File: src/design/modular_exponentiation_unit_assert.svh
// assertion macros shared by the modular exponentiation unit files
// no dependencies; empty bodies when SYNTHESIS is defined
`ifndef MODULAR_EXPONENTIATION_UNIT_ASSERT_SVH
`define MODULAR_EXPONENTIATION_UNIT_ASSERT_SVH

`ifndef SYNTHESIS

// checked only while out of reset
`define MEU_ASSERT(name, clk, rstn, prop, msg) \
  name: assert property (@(posedge clk) disable iff (!rstn) prop) else $error(msg);

// checked at every edge, reset included
`define MEU_ASSERT_ALWAYS(name, clk, prop, msg) \
  name: assert property (@(posedge clk) prop) else $error(msg);

`else

`define MEU_ASSERT(name, clk, rstn, prop, msg)

`define MEU_ASSERT_ALWAYS(name, clk, prop, msg)

`endif

`endif

File: src/design/meu_pkg.sv
// shared constants and types for the modular exponentiation unit
// no dependencies
package meu_pkg;

  localparam int WORD_WIDTH_DEF = 32;

  // configuration register indexes
  localparam int CFG_IDX_W = 2;
  localparam logic [CFG_IDX_W-1:0] REG_PUB_EXP  = 2'd0;
  localparam logic [CFG_IDX_W-1:0] REG_PRIV_EXP = 2'd1;
  localparam logic [CFG_IDX_W-1:0] REG_MODULUS  = 2'd2;

  // status of the modular multiplier seen by the sequencer
  typedef struct packed {
    logic busy;
    logic done;
  } meu_mul_stat_t;

endpackage

File: src/design/modular_exponentiation_unit.sv
// top level of the modular exponentiation unit: config registers, sequencer, output register
// uses meu_pkg, meu_modmul and the assertion header
//
//  channel | direction | handshake        | payload
//  in_     | request   | in_valid/in_stall | in_action, in_message_word, in_last_word
//  out_    | result    | out_valid/out_stall | out_result_word, out_last_out
//  cfg_    | write     | cfg_we            | cfg_index, cfg_data
//
// one request at a time; the bit-serial multiplier sets the pace
// a zero exponent skips the multiplier and goes straight to the output register
// synchronous active-low reset returns exponents and modulus to 1, no clearing pass
// a new request is taken while a finished result still waits on out_stall
`include "modular_exponentiation_unit_assert.svh"

module modular_exponentiation_unit #(
  parameter int WORD_WIDTH = meu_pkg::WORD_WIDTH_DEF
) (
  input  logic                          clk,
  input  logic                          rst_n,
  // request channel
  input  logic                          in_valid,
  output logic                          in_stall,
  input  logic                          in_action,
  input  logic [WORD_WIDTH-1:0]         in_message_word,
  input  logic                          in_last_word,
  // result channel
  output logic                          out_valid,
  input  logic                          out_stall,
  output logic [WORD_WIDTH-1:0]         out_result_word,
  output logic                          out_last_out,
  // configuration writes
  input  logic                          cfg_we,
  input  logic [meu_pkg::CFG_IDX_W-1:0] cfg_index,
  input  logic [WORD_WIDTH-1:0]         cfg_data
);
  import meu_pkg::*;

  localparam int W  = WORD_WIDTH;
  localparam int CW = $clog2(W);

  // sequencer states
  localparam logic [2:0] S_IDLE = 3'd0;
  localparam logic [2:0] S_RED  = 3'd1;  // reduce message word mod n
  localparam logic [2:0] S_SQ   = 3'd2;  // square running value
  localparam logic [2:0] S_ML   = 3'd3;  // multiply by reduced base
  localparam logic [2:0] S_OUT  = 3'd4;  // hand result to output register

  logic [W-1:0]  pub_exp_r, priv_exp_r, mod_r;
  logic [2:0]    state_r, state_nxt;
  logic [W-1:0]  expo_r;       // exponent, scanned msb first by shifting left
  logic [CW-1:0] cnt_r;        // exponent bits still to go
  logic [W-1:0]  base_r;       // message word mod n
  logic [W-1:0]  one_r;        // 1 mod n
  logic [W-1:0]  final_r;
  logic          last_r;
  logic          out_valid_r;
  logic [W-1:0]  out_word_r;
  logic          out_last_r;

  logic          in_accept;
  logic [W-1:0]  expo_sel;
  logic [W-1:0]  one_mod;
  logic          out_load;

  logic          mul_start;
  logic [W-1:0]  mul_a, mul_b;
  logic [W-1:0]  mul_prod;
  meu_mul_stat_t mul_stat;

  assign in_stall  = (state_r != S_IDLE);
  assign in_accept = in_valid && !in_stall;
  assign expo_sel  = in_action ? priv_exp_r : pub_exp_r;
  assign one_mod   = (mod_r == W'(1)) ? '0 : W'(1);
  assign out_load  = (state_r == S_OUT) && (!out_valid_r || !out_stall);

  meu_modmul #(
    .W(W)
  ) u_modmul (
    .clk     (clk),
    .rst_n   (rst_n),
    .start   (mul_start),
    .op_a    (mul_a),
    .op_b    (mul_b),
    .modulus (mod_r),
    .stat    (mul_stat),
    .product (mul_prod)
  );

  // sequencer: drives the multiplier the same cycle the previous product lands
  always_comb begin
    state_nxt = state_r;
    mul_start = 1'b0;
    mul_a     = mul_prod;
    mul_b     = mul_prod;
    case (state_r)
      S_IDLE: begin
        if (in_accept) begin
          if (expo_sel == '0) begin
            state_nxt = S_OUT;
          end else begin
            // reduction as a multiply: (1 mod n) * word
            mul_start = 1'b1;
            mul_a     = one_mod;
            mul_b     = in_message_word;
            state_nxt = S_RED;
          end
        end
      end
      S_RED: begin
        if (mul_stat.done) begin
          mul_start = 1'b1;
          mul_a     = one_r;
          mul_b     = one_r;
          state_nxt = S_SQ;
        end
      end
      S_SQ: begin
        if (mul_stat.done) begin
          if (expo_r[W-1]) begin
            mul_start = 1'b1;
            mul_a     = base_r;
            state_nxt = S_ML;
          end else if (cnt_r == '0) begin
            state_nxt = S_OUT;
          end else begin
            mul_start = 1'b1;
          end
        end
      end
      S_ML: begin
        if (mul_stat.done) begin
          if (cnt_r == '0) begin
            state_nxt = S_OUT;
          end else begin
            mul_start = 1'b1;
            state_nxt = S_SQ;
          end
        end
      end
      S_OUT: begin
        if (out_load) begin
          state_nxt = S_IDLE;
        end
      end
      default: begin
        state_nxt = S_IDLE;
      end
    endcase
  end

  // control registers
  always_ff @(posedge clk) begin
    if (!rst_n) begin
      state_r     <= S_IDLE;
      out_valid_r <= 1'b0;
      pub_exp_r   <= W'(1);
      priv_exp_r  <= W'(1);
      mod_r       <= W'(1);
    end else begin
      state_r <= state_nxt;
      if (out_load) begin
        out_valid_r <= 1'b1;
      end else if (!out_stall) begin
        out_valid_r <= 1'b0;
      end
      if (cfg_we) begin
        case (cfg_index)
          REG_PUB_EXP:  pub_exp_r  <= cfg_data;
          REG_PRIV_EXP: priv_exp_r <= cfg_data;
          REG_MODULUS: begin
            // a zero modulus is dropped
            if (cfg_data != '0) begin
              mod_r <= cfg_data;
            end
          end
          default: begin
            mod_r <= mod_r;
          end
        endcase
      end
    end
  end

  // payload registers
  always_ff @(posedge clk) begin
    if (in_accept) begin
      expo_r  <= expo_sel;
      last_r  <= in_last_word;
      one_r   <= one_mod;
      final_r <= W'(1);
      cnt_r   <= CW'(W - 1);
    end
    if (state_r == S_RED && mul_stat.done) begin
      base_r <= mul_prod;
    end
    // advance to the next exponent bit after square (bit clear) or multiply
    if (mul_stat.done && cnt_r != '0 &&
        ((state_r == S_SQ && !expo_r[W-1]) || state_r == S_ML)) begin
      expo_r <= {expo_r[W-2:0], 1'b0};
      cnt_r  <= cnt_r - CW'(1);
    end
    if (mul_stat.done && (state_r == S_SQ || state_r == S_ML)) begin
      final_r <= mul_prod;
    end
    if (out_load) begin
      out_word_r <= final_r;
      out_last_r <= last_r;
    end
  end

  assign out_valid       = out_valid_r;
  assign out_result_word = out_word_r;
  assign out_last_out    = out_last_r;

  `MEU_ASSERT(a_mod_nonzero, clk, rst_n, mod_r != '0, "modulus became zero")
  `MEU_ASSERT(a_done_in_work, clk, rst_n, mul_stat.done |-> (state_r == S_RED || state_r == S_SQ || state_r == S_ML), "multiplier done outside work states")
  `MEU_ASSERT(a_zero_exp_direct, clk, rst_n, (in_accept && expo_sel == '0) |=> (state_r == S_OUT), "zero exponent not bypassed")
  `MEU_ASSERT(a_out_mul_idle, clk, rst_n, (state_r == S_OUT) |-> !mul_stat.busy, "multiplier busy at result")
  `MEU_ASSERT_ALWAYS(a_reset_idle, clk, !rst_n |=> (state_r == S_IDLE && !out_valid_r), "reset did not idle")

endmodule

File: src/design/meu_modmul.sv
// bit-serial interleaved modular multiplier: product = op_a * op_b mod modulus
// needs op_a < modulus; op_b any value; uses meu_pkg and the assertion header
`include "modular_exponentiation_unit_assert.svh"

module meu_modmul #(
  parameter int W = meu_pkg::WORD_WIDTH_DEF
) (
  input  logic                  clk,
  input  logic                  rst_n,
  input  logic                  start,
  input  logic [W-1:0]          op_a,
  input  logic [W-1:0]          op_b,
  input  logic [W-1:0]          modulus,
  output meu_pkg::meu_mul_stat_t stat,
  output logic [W-1:0]          product
);
  import meu_pkg::*;

  localparam int SW = W + 3;
  localparam int CW = $clog2(W);

  localparam logic [1:0] M_IDLE  = 2'd0;
  localparam logic [1:0] M_SETUP = 2'd1;
  localparam logic [1:0] M_RUN   = 2'd2;

  logic [1:0]           st_r;
  logic [W-1:0]         a_r;
  logic [W-1:0]         n_r;
  logic [W-1:0]         b_r;
  logic [W-1:0]         acc_r;
  logic [CW-1:0]        cnt_r;
  logic                 done_r;
  logic signed [SW-1:0] amn_r;
  logic signed [SW-1:0] am2n_r;

  logic signed [SW-1:0] a_s, n_s, d_s, dn_s, x_s, x1_s, x2_s, step_s;
  logic [W-1:0]         acc_nxt;

  // acc < n so 2*acc + a < 3n: pick among the five candidates by sign
  always_comb begin
    a_s  = $signed({3'b000, a_r});
    n_s  = $signed({3'b000, n_r});
    d_s  = $signed({2'b00, acc_r, 1'b0});
    dn_s = d_s - n_s;
    x_s  = d_s + a_s;
    x1_s = d_s + amn_r;
    x2_s = d_s + am2n_r;
    if (b_r[W-1]) begin
      if (!x2_s[SW-1]) begin
        step_s = x2_s;
      end else if (!x1_s[SW-1]) begin
        step_s = x1_s;
      end else begin
        step_s = x_s;
      end
    end else begin
      step_s = dn_s[SW-1] ? d_s : dn_s;
    end
    acc_nxt = step_s[W-1:0];
  end

  always_ff @(posedge clk) begin
    if (!rst_n) begin
      st_r   <= M_IDLE;
      done_r <= 1'b0;
    end else begin
      done_r <= 1'b0;
      case (st_r)
        M_IDLE: begin
          if (start) begin
            st_r <= M_SETUP;
          end
        end
        M_SETUP: begin
          st_r <= M_RUN;
        end
        M_RUN: begin
          if (cnt_r == '0) begin
            st_r   <= M_IDLE;
            done_r <= 1'b1;
          end
        end
        default: begin
          st_r <= M_IDLE;
        end
      endcase
    end
  end

  // datapath, no reset needed
  always_ff @(posedge clk) begin
    case (st_r)
      M_IDLE: begin
        if (start) begin
          a_r   <= op_a;
          b_r   <= op_b;
          n_r   <= modulus;
          acc_r <= '0;
          cnt_r <= CW'(W - 1);
        end
      end
      M_SETUP: begin
        amn_r  <= a_s - n_s;
        am2n_r <= a_s - (n_s <<< 1);
      end
      M_RUN: begin
        acc_r <= acc_nxt;
        b_r   <= {b_r[W-2:0], 1'b0};
        cnt_r <= cnt_r - CW'(1);
      end
      default: begin
        acc_r <= acc_r;
      end
    endcase
  end

  assign stat.busy = (st_r != M_IDLE);
  assign stat.done = done_r;
  assign product   = acc_r;

  `MEU_ASSERT(a_mul_start_idle, clk, rst_n, start |-> !stat.busy, "start while busy")
  `MEU_ASSERT(a_mul_reduced, clk, rst_n, done_r |-> (acc_r < n_r), "product not reduced")
  `MEU_ASSERT(a_mul_done_after_run, clk, rst_n, done_r |-> $past(st_r == M_RUN), "stray done")

endmodule

File: config.mk
export PLATFORM = sky130hd
export DESIGN_NAME = modular_exponentiation_unit
export DESIGN_NICKNAME = d
export VERILOG_FILES = /design/src/design/meu_pkg.sv /design/src/design/modular_exponentiation_unit.sv /design/src/design/meu_modmul.sv
export VERILOG_INCLUDE_DIRS = /design/src /design/src/design
export SDC_FILE = /design/constraint.sdc
export NUM_CORES = 1
export LEC_CHECK = 0
export BUFFER_PORTS_ARGS = -buffer_cell sky130_fd_sc_hd__buf_2
export CAP_MARGIN = 20
export CORE_UTILIZATION = 54
export CTS_BUF_LIST = sky130_fd_sc_hd__clkbuf_4 sky130_fd_sc_hd__clkbuf_8
export DETAILED_ROUTE_END_ITERATION = 10
export PLACE_DENSITY_LB_ADDON = 0.3
export SYNTH_ARGS = -nofsm -noshare
export SYNTH_HDL_FRONTEND = slang
export SYNTH_HIERARCHICAL = 1
export SYNTH_SLANG_ARGS = --single-unit
File: constraint.sdc
create_clock -name clk -period 5.4 [get_ports clk]
set_input_delay 0.54 -clock clk [delete_from_list [all_inputs] [get_ports clk]]
set_output_delay 0.54 -clock clk [all_outputs]
set_load 0.03 [all_outputs]
==> impl_metrics.toml <==
[synthesis]
syn_inst = 2843
syn_area_per_cell_um2 = 9.661
ys.warnings.count = 6
synthesis.nets = 3112
synth_area_um2 = 27470

[power_and_ir_drop]
switching_share = 0.3522
p_total_mw = 11.60
powerDensity_nw_per_um2 = 381.4
clkPwrFrac = 0.294
combPwrFrac = 0.329
leakage_nw = 12.40
p_int_mw = 7.512
power_switching_mw = 4.084
p_seq_frac = 0.376
ir_drop_mv = 0.2284

[worst_hold_path]
whs_path_depth = 3
hold_start = "cfg_data[17]"
hp-class = "in2reg"

[critical_path]
r2r_setup_slack_ps = 1080
crit_slowest_cell = "o31ai_1"
cp.arrival_ps = 4760
start_kind = "register"
worst_path_dominant_cell_family = "compound AO/OA/AOI/OAI gates"
crit_path_max_incr_delay_ps = 590
crit_required_ps = 5840
timing_worst_setup_path_type = "reg2reg"
crit_cells = 13
reg2reg_depth = 13
crit_chain = "inv_1 -> fa_1 -> nor2b_1 -> o31ai_1 -> a221oi_1 -> a2111oi_2 -> buf_4 -> o22ai_1 -> o41ai_1 -> o21ai_0 -> xnor2_1 -> o32a_1 -> o41ai_1"
regToRegStartpoint = "u_modmul/product[1]"
worst-path-buf-inv = 2
startpoint = "u_modmul/product[1]"
cp_max_fo = 11
end_kind = "register"
cpMostUsedCell = "o41ai_1"

[timing]
drv_slew = 0
period_share = 0.8001
fmax_mhz = 231.5
setup_viol = 0
slew_headroom = 0.2850
finalCriticalPeriod_ps = 4320
tightest_slew_ps = 1068
tns_ps = 0
rsz0062_at_grt = "no"
worst_slack_ps = 1080
final-hold-violation-count = 0
skew_ps = 40.55

[global_route]
grt_pass1_vias = 21610
grt_pass1_wl_um = 119500
grt_usage = 0.3024
overflow = 0
antenna_found_initial = 2
grt_max_degree = 104

[placed_design]
place_ws_ps = 1230
place_area_um2 = 28700
dpl.hpwl_um = 57190
port_buffers = 107
routabilityCongestion = 0.9895

[cells_and_area]
design_area_um2 = 30400
fin_nets = 3222
top_register = "u_modmul/am2n_r"
top_regs = "u_modmul/am2n_r: 34 flops, u_modmul/amn_r: 33 flops"
filler_cell_count = 4166
areaGrowthSynthToFinish_pct = 10.69
largest_reg_flops = 34
diodes = 0
utilization = 0.6059
drive_gt1_frac = 0.1072

[routing]
drt-vias-per-instance = 6.151
wl_per_cell_um = 21.19
vias = 22670
first_pass_iters = 6
drt_iter0_drc = 1896
postRouteAntennaNets = 0
routed_wirelength_um = 78120
drc_errors = 0

[clock_network]
ctsResizeCount = 0
htreeDepth = 3
root_buffer = "clkbuf_8"
numCtsBuffers = 79
clock_latency_ps = 690
cts_sinks = 439
post_cts_buffers = 0
path_clk_slew_ps = 60
tritoncts = "yes"
cts_buffer_depth = 3

[floorplanning]
start_util = 0.5474
coreArea_um2 = 50170
dieArea_um2 = 51770
num_rows = 82
die_y_um = 227.5
die_w_um = 227.5
pin_count = 108

[job]
maxCapViolCount = 0

[status]
status = "finished clean"
-- path summary, 6_finish.rpt --
path                                              to
worst max-delay path            u_modmul/product[31]
worst min-delay path                  priv_exp_r[17]
worst max register to register  u_modmul/product[31]
worst min register to register   out_result_word[17]
-- layout make-up --
class / instances / area (um^2) / share of cell area
flip-flops and latches: 439 / 12140 / 0.3994
well taps: 672 / 840.8 / 0.02766
multi-input cells: 2177 / 14480 / 0.4762
inverters: 116 / 435.4 / 0.01432
clock inverters: 35 / 359.1 / 0.01181
repair buffers: 140 / 810.8 / 0.02667
clock buffers: 107 / 1335 / 0.04391
-- metal layers --
metal,global-route usage,vias up,part of all wire
met5,0,-,0.00017
met4,0.1037,2,0.025
met3,0.06118,131,0.096
met2,0.4831,1034,0.45
met1,0.4084,10870,0.43
li1,-,10640,-
-- cell usage in the layout (no fill, tap or decap), drive strengths merged, types with 14 or more instances in the layout --
| cell | count |
|---|---|
| buf | 139 |
| dfxtp | 104 |
| inv | 120 |
| and2 | 40 |
| and3 | 18 |
| xnor2 | 107 |
| a21o | 79 |
| a31oi | 29 |
| a21boi | 73 |
| o31ai | 17 |
| o21ai | 189 |
| nand3 | 44 |
| a22oi | 33 |
| nor2 | 126 |
| or2 | 14 |
| edfxtp | 335 |
| o21bai | 15 |
| nand2 | 456 |
| clkbuf | 107 |
| clkinv | 22 |
| a211oi | 31 |
| nand2b | 24 |
| o21a | 33 |
| ha | 190 |
| nor3 | 56 |
| a21oi | 170 |
| mux2i | 106 |
| nand4 | 21 |
| nor2b | 61 |
| nor4 | 37 |
| or3 | 17 |
| xor2 | 48 |
-- power by group through the flow --
stage | Combinational (mW) | Clock [mW] | Sequential (mW)
3_3_place_gp | 3.63 | 0 | 4.41
3_5_place_dp | 3.70 | 0 | 4.42
5_1_grt | 4.17 | 3.60 | 4.39
6_report | 3.82 | 3.41 | 4.36
2_1_floorplan | 2.81 | 0 | 4.27
4_1_cts | 3.73 | 3.47 | 4.35
-- repair_timing --
| item | 4_1_cts | 5_1_grt |
|---|---|---|
| endpoints found under the hold margin | 1 | 0 |
| hold buffers | 1 | 0 |
| setup endpoints to repair | 0 | 0 |
-- stage by stage --
stage / hold slack, ps / std cells
2_1_floorplan: 400.3 / 2843
3_3_place_gp: 400.8 / 3543
3_5_place_dp: 404.5 / 3543
4_1_cts: 114.5 / 3686
5_1_grt: 146.3 / 3686
6_report: 158.5 / 3686
-- worst register-to-register path: cells and delay by family (launching register included) --
kind	cells	cell delay, ps
AOI/OAI and AO/OA	8	2520
DFF	1	580
buffers and inverters	2	500
adders and majority gates	1	270
xor gates and xnor gates	1	160
and+or+nand+nor	1	80
(Power assumes the default switching activity.)
